$ cat config.mk
export PLATFORM = sky130hd
export DESIGN_NAME = fbrm_div
export DESIGN_NICKNAME = d
export VERILOG_FILES = /design/src/fbrm_pkg.sv /design/src/fbrm_div.sv
export SDC_FILE = /design/constraint.sdc
export NUM_CORES = 1
export LEC_CHECK = 0
export ABC_AREA = 1
export BUFFER_PORTS_ARGS = -buffer_cell sky130_fd_sc_hd__buf_2
export CELL_PAD_IN_SITES_DETAIL_PLACEMENT = 0
export CELL_PAD_IN_SITES_GLOBAL_PLACEMENT = 1
export CORE_MARGIN = 2
export CORE_UTILIZATION = 27
export CTS_CLUSTER_SIZE = 16
export DETAILED_ROUTE_END_ITERATION = 8
export PLACE_DENSITY_LB_ADDON = 0.1
export SETUP_SLACK_MARGIN = 0.15
export SLEW_MARGIN = 20
export SYNTH_ARGS = -nofsm -noshare
export SYNTH_HDL_FRONTEND = slang
export SYNTH_SLANG_ARGS = --single-unit
export TNS_END_PERCENT = 50
$ cat constraint.sdc
create_clock -name clk_i -period 2.7 [get_ports clk_i]
set_clock_uncertainty 0.2 [all_clocks]
set_input_delay 0.675 -clock clk_i [delete_from_list [all_inputs] [get_ports clk_i]]
set_output_delay 0.675 -clock clk_i [all_outputs]
set_load 0.01 [all_outputs]
$ cat src/fbrm_pkg.sv
`timescale 1ns / 1ps
// Shared types and constants of the frame and bit rate meter.
// Depends on nothing; imported by every module of the block.
package fbrm_pkg;

  // Payload field widths.
  localparam int TIME_W  = 63;
  localparam int BYTES_W = 24;
  localparam int IV_W    = 32;
  localparam int FR_W    = 32;
  localparam int BR_W    = 40;
  localparam int HIST_W  = 7;
  localparam int IN_W    = ((TIME_W + BYTES_W + 7) / 8) * 8;

  // Configuration port.
  localparam int CFG_IDX_W  = 2;
  localparam int CFG_DATA_W = 32;

  typedef enum logic [CFG_IDX_W-1:0] {
    REG_TIMING_SOURCE     = 2'd0,
    REG_HISTORY_LENGTH    = 2'd1,
    REG_MAX_GAP           = 2'd2,
    REG_COUNTER_FREQUENCY = 2'd3
  } cfg_reg_e;

  localparam logic [HIST_W-1:0] HIST_LEN_RST = 7'd32;
  localparam logic [31:0]       MAX_GAP_RST  = 32'd50000000;
  localparam logic [31:0]       CNT_FREQ_RST = 32'd10000000;

  localparam int DEFAULT_MAX_HISTORY = 64;

  // Arithmetic constants.
  localparam int          UPS_W         = 24;
  localparam int          Q8_W          = 32;
  localparam int          MUL_K_W       = 32;
  localparam logic [31:0] UNITS_PER_SEC = 32'd10000000;
  localparam logic [31:0] Q8_UNITS      = 32'd2560000000;
  localparam int          KB_DIVISOR    = 1000;
  localparam int          KB_W          = 23;

  // Shared bit-serial divider.
  localparam int DIV_W     = 88;
  localparam int DVS_W     = 64;
  localparam int DIV_CNT_W = 7;

  typedef struct packed {
    logic                 start;
    logic [DIV_W-1:0]     dividend;  // left aligned: top nbits are the value
    logic [DVS_W-1:0]     divisor;
    logic [DIV_CNT_W-1:0] nbits;
  } div_req_t;

  typedef struct packed {
    logic             done;
    logic [DIV_W-1:0] quotient;
  } div_rsp_t;

endpackage

$ cat src/fbrm_div.sv
`timescale 1ns / 1ps
// Restoring divider that retires one quotient bit per cycle.
// Depends on fbrm_pkg for the request and response structs.
module fbrm_div import fbrm_pkg::*; (
  input  logic     clk_i,
  input  logic     rst_ni,
  input  div_req_t req_i,
  output div_rsp_t rsp_o
);

  logic [DIV_W-1:0]     quo_q;
  logic [DVS_W-1:0]     rem_q;
  logic [DVS_W-1:0]     dvs_q;
  logic [DIV_CNT_W-1:0] cnt_q;
  logic                 busy_q;
  logic                 done_q;

  logic [DVS_W:0] trial;
  logic [DVS_W:0] rem_sub;
  logic           ge;

  assign trial   = {rem_q, quo_q[DIV_W-1]};
  assign ge      = trial >= {1'b0, dvs_q};
  assign rem_sub = trial - {1'b0, dvs_q};

  always_ff @(posedge clk_i or negedge rst_ni) begin
    if (!rst_ni) begin
      quo_q  <= '0;
      rem_q  <= '0;
      dvs_q  <= '0;
      cnt_q  <= '0;
      busy_q <= 1'b0;
      done_q <= 1'b0;
    end else begin
      done_q <= 1'b0;
      if (req_i.start) begin
        quo_q  <= req_i.dividend;
        rem_q  <= '0;
        dvs_q  <= req_i.divisor;
        cnt_q  <= req_i.nbits;
        busy_q <= 1'b1;
      end else if (busy_q) begin
        // Dividend bits leave at the top while quotient bits enter at the bottom.
        rem_q <= ge ? rem_sub[DVS_W-1:0] : trial[DVS_W-1:0];
        quo_q <= {quo_q[DIV_W-2:0], ge};
        cnt_q <= cnt_q - DIV_CNT_W'(1);
        if (cnt_q == DIV_CNT_W'(1)) begin
          busy_q <= 1'b0;
          done_q <= 1'b1;
        end
      end
    end
  end

  always_comb begin
    rsp_o.done     = done_q;
    rsp_o.quotient = quo_q;
  end

endmodule

### Word-level counts from Yosys, hierarchy flattened

Cells that the tools add are included.

| storage, ports and cells | value |
|---|---|
| flip-flop bits (word level) | 225 |
| output and inout bits | 89 |
| word-level logic and storage cells | 24 |

| cells by class | value |
|---|---|
| add/subtract/negate cells | 2 |
| $lt $le $gt $ge | 1 |
| equal/unequal tests | 1 |
| muxes and demuxes | 13 |
| reductions and logical operators | 1 |

Operators with widths:

| cell | number |
|---|---|
| two-way mux 64 bit | 3 |
| two-way mux 88 bit | 2 |
| greater-or-equal comparator 65 x 64 -> 1 bit | 1 |
| subtractor 64 bit | 1 |
| two-way mux 7 bit | 2 |
| == test 7 x 1 -> 1 bit (second input constant) | 1 |
| subtractor 7 x 1 -> 7 bit (second input constant) | 1 |
| two-way mux 1 bit | 6 |
| nonzero test 2 bit | 1 |

### Depth between registers and ports, before layout

| depth | value |
|---|---|
| depth after elaboration | 4 |
| depth in mapped cells | 19 |

### Worst setup path before layout

No wires, ideal clock.

| timing path | value |
|---|---|
| path kind | register to register |
| from | reg rem_q[39] |
| to | reg rem_q[10] |
| library setup time | 0.130 ns |
| arrival time | 2.038 ns |
| setup slack | 0.331 ns |
| stages on the path, launching flop included | 13 |
| path buffers | 1 |
| cells stage by stage | dfrtp_1 > ha_1 > nand2_1 > inv_2 > a21oi_1 > nand2_1 > a21oi_2 > nor2_4 > nor2_4 > buf_1 > nand3_1 > nand3_1 > o21ai_1 |

| between the ends | value |
|---|---|
| longest elaborated chain between the ends | 4 |

Ends and longest elaborated chain:

| item | line | RTL |
|---|---|---|
| start: declaration | fbrm_div.sv:12 | `logic [DVS_W-1:0] rem_q;` |
| start signal: assignment | fbrm_div.sv:44 | `rem_q <= ge ? rem_sub[DVS_W-1:0] : trial[DVS_W-1:0];` |
| greater-or-equal comparator 65 x 64 -> 1 bit | fbrm_div.sv:23 | `assign ge = trial >= {1'b0, dvs_q};` |
| two-way mux 64 bit | fbrm_div.sv:44 |  |
| two-way mux 64 bit | fbrm_div.sv:42 | `end else if (busy_q) begin` |
| two-way mux 64 bit | fbrm_div.sv:36 | `if (req_i.start) begin` |

No other way between the ends. The select of a mux whose other input is x is not followed.
A chain may end at the register's enable or synchronous reset.

### Worst setup path after layout

| timing path | value |
|---|---|
| from | reg dvs_q[45] |
| to | reg rem_q[42] |

| between the ends | value |
|---|---|
| longest elaborated chain between the ends | 4 |

Ends and longest elaborated chain:

| item | line | RTL |
|---|---|---|
| start: declaration | fbrm_div.sv:13 | `logic [DVS_W-1:0] dvs_q;` |
| start signal: assignment | fbrm_div.sv:39 | `dvs_q <= req_i.divisor;` |
| greater-or-equal comparator 65 x 64 -> 1 bit | fbrm_div.sv:23 |  |
| two-way mux 64 bit | fbrm_div.sv:44 |  |
| two-way mux 64 bit | fbrm_div.sv:42 |  |
| two-way mux 64 bit | fbrm_div.sv:36 |  |

No other way between the ends. The select of a mux whose other input is x is not followed.

==> metrics.txt <==
outcome=finished, final reports clean; maximum clock frequency=390 MHz; Global Route Usage Sum=20.4%; H-tree depth=1; num rows=89; Initial Util=27.2%; final worst path period share=95.0%; Seq/Total Area, Yosys=35.2%; Design Area, Final=23000 um2; Avg Synthesized Cell Area=6.56 um2; sw frac=30.5%; Core Footprint=58800 um2; routed len/inst=17.1 um; initial antenna violation count=6; total of max-cap violations=0; total die area=61200 um2; Placed Area=19600 um2; vias in the first global route=16700; crit path launch type=register; count leader, synth=nand2_1; CTS root buf=clkbuf_16; smallest hold slack=88.2 ps; Comb power frac=22.9%; Synth cell types=42; via count=16700; Initial DRT Pass Iterations=5; Hold Violations, Final=0; commonest cells in the netlist=nand2_1 (950), inv_1 (444), dfrtp_1 (225); Placed Instances=3601; reg2reg setup slack=140 ps; R2R depth=17; Hold Path Sink=dvs_q[63]$_DFFE_PN0P_; routability congestion estimate from global placement=0.910; Hold Crit Depth=3; clock-pin slew on the worst setup and hold paths=60 ps; Seq pwr share=37.2%; reg2reg end=rem_q[42]$_DFFE_PN0P_; Worst Hold Launch=req_i[70]; critical path class=reg2reg; ANT nets after route=0; Max transition margin=55.1%; Overall Power=10.1 mW; VDD IR max=0.000413 V; clk_lat worst skew=600 ps; warnings from Yosys=0; RSZ-0062 raised after global routing=yes; drt drc=0; largest net degree at the start of global routing=116; PD cells=441 nW/um2; Most used DFF post-synth=dfrtp_1; Max clock buf depth=3; Area growth syn-to-layout=43.7%; Net Switching=3.10 mW; final wirelength=63600 um; synthesized cell area=16000 um2; clock net sink count=225; Power Internal=7.04 mW; Yosys top cell area share=35.2%; Top Ports=251; register area=5640 um2; cell taking the most area after synthesis=dfrtp_1; HP Class=in2reg; CP Capture Type=register; Worst Path Required=3020 ps; async set-or-reset flop fraction in the synthesized netlist=100%; CTS tree=yes; fin. max-slew vios=0; #FFs+latches synth=225; DP HPWL=48900 um; worst-path fanout max=7; main area contributors after synthesis=dfrtp_1 (35%), nand2_1 (22%), inv_1 (10%), ha_1 (5.2%), nand3_1 (4.8%); Die Wd=247 um; part of the power in the clock network=39.9%; first-pass GRT wire length=97000 um; Die Ht=247 um; EDFF count, synth=0; Syn Inst Count=2441; fillers=6386; Syn Nets=2670; GR Overflow Total=0; multi-input logic area=9930 um2; worst-margin pin slew=673 ps; setup violators final=0; 1st-iter DRT viols=873; final cell count without fillers=3725; Num CTS Buffers=29; layout cells sized above 1=32.6%; CP arrival=2880 ps; vias per cell=4.47; Port-buffer cells=250; reg-to-reg startpoint=dvs_q[45]$_DFFE_PN0P_; min Tclk post-route=2560 ps; Leakage Power=12.2 nW; final net count=3152
==> cell type report <==
class / instances / share of cell area [%]
flip-flops and latches: 225 / 24.5
inverters: 465 / 7.60
well taps: 773 / 4.21
clock inverters: 8 / 0.457
repair buffers: 528 / 16.1
clock buffers: 46 / 3.87
multi-input cells: 1674 / 43.2
diodes: 6 / 0.0653
==> state kept, by name (all words and copies together), names as in the netlist <==
name    count
rem_q      64
cnt_q       7
done_q      1
quo_q      88
dvs_q      64
busy_q      1
==> cell usage in the layout (no fill, tap or decap), types with 37 or more instances in the layout <==
cell type and n:
buf_4 240, o21ai_0 88, o211ai_1 39, dfrtp_1 221
ha_4 62, nand3_1 136, inv_1 387, nand2_2 96
nor2_1 61, a21oi_1 37, inv_2 75, nand2_1 834
buf_2 248
==> worst max path at each step <==
stage / from / to / slack (ps) / cells after the start
4_1_cts: rem_q[11]$_DFFE_PN0P_ / rem_q[37]$_DFFE_PN0P_ / 100 / 14
3_5_place_dp: quo_q[87]$_DFFE_PN0P_ / rem_q[62]$_DFFE_PN0P_ / -230 / 17
3_3_place_gp: quo_q[87]$_DFFE_PN0P_ / rem_q[62]$_DFFE_PN0P_ / -190 / 17
5_1_grt: dvs_q[55]$_DFFE_PN0P_ / rem_q[41]$_DFFE_PN0P_ / 30 / 18
6_report: dvs_q[45]$_DFFE_PN0P_ / rem_q[42]$_DFFE_PN0P_ / 140 / 17
2_1_floorplan: rem_q[39]$_DFFE_PN0P_ / rem_q[10]$_DFFE_PN0P_ / 330 / 12
==> cells by family (layout without fill, tap and decap cells) <==
logic type                 Yosys count  after routing  synth area share (%)
buffers and inverters              542           1047                  13.5
AOI/OAI and AO/OA                  258            258                  9.73
adders and majority gates           67             67                  5.29
other                                0              6                     0
DFF                                225            225                  35.2
and+or+nand+nor                   1314           1314                  34.4
xor gates and xnor gates            35             35                  1.92
==> routing by layer <==
metal	up-vias	track usage (%)	routed length [um]
li1	8528	-	-
met1	7710	26.8	28800
met2	343	34.4	30000
met3	71	3.53	3250
met4	2	5.44	1460
met5	-	0	13
==> power by group through the flow <==
stage                     clock, mW  combinational [mW]  sequential [mW]
after floorplan                   0               0.955             3.86
after global placement            0                1.97             3.81
after detailed placement          0                1.97             3.81
after CTS                      4.21                2.13             3.76
after global routing           4.34                2.58             3.80
final                          4.05                2.32             3.77
==> per-stage QoR <==
step | worst slack, ps | TNS (ps) | utilization, %
after floorplan | 331 | 0 | -
after global placement | -192 | -2220 | 33.4
after detailed placement | -228 | -2320 | 33.4
after CTS | 97.3 | 0 | 36.8
after global routing | 33.6 | 0 | 39.1
final | 135 | 0 | 39.1
==> what timing repair did <==
| action | in CTS | in global routing |
|---|---|---|
| setup buffers | 14 | 44 |
| gates cloned | 1 | 4 |
| hold buffers | 1 | 0 |
| hold endpoints to repair | 35 | 0 |
| resized for setup | 159 | 263 |
| pin swaps | 26 | 103 |
| setup endpoints to repair | 64 | 65 |
==> critical path: stages (launching register included) <==
cell and delay, ps:
dfrtp_1 370, inv_2 90, ha_4 210, buf_6 120
nand2_2 60, nor2_1 50, buf_4 150, nand2_4 70
inv_2 40, a21oi_4 160, nor2_4 60, nor2_4 220
nand2_8 140, buf_12 170, buf_12 150, nand2_4 50
nand3_2 50, nand2_1 90
Power figures use the tool's default switching activity.
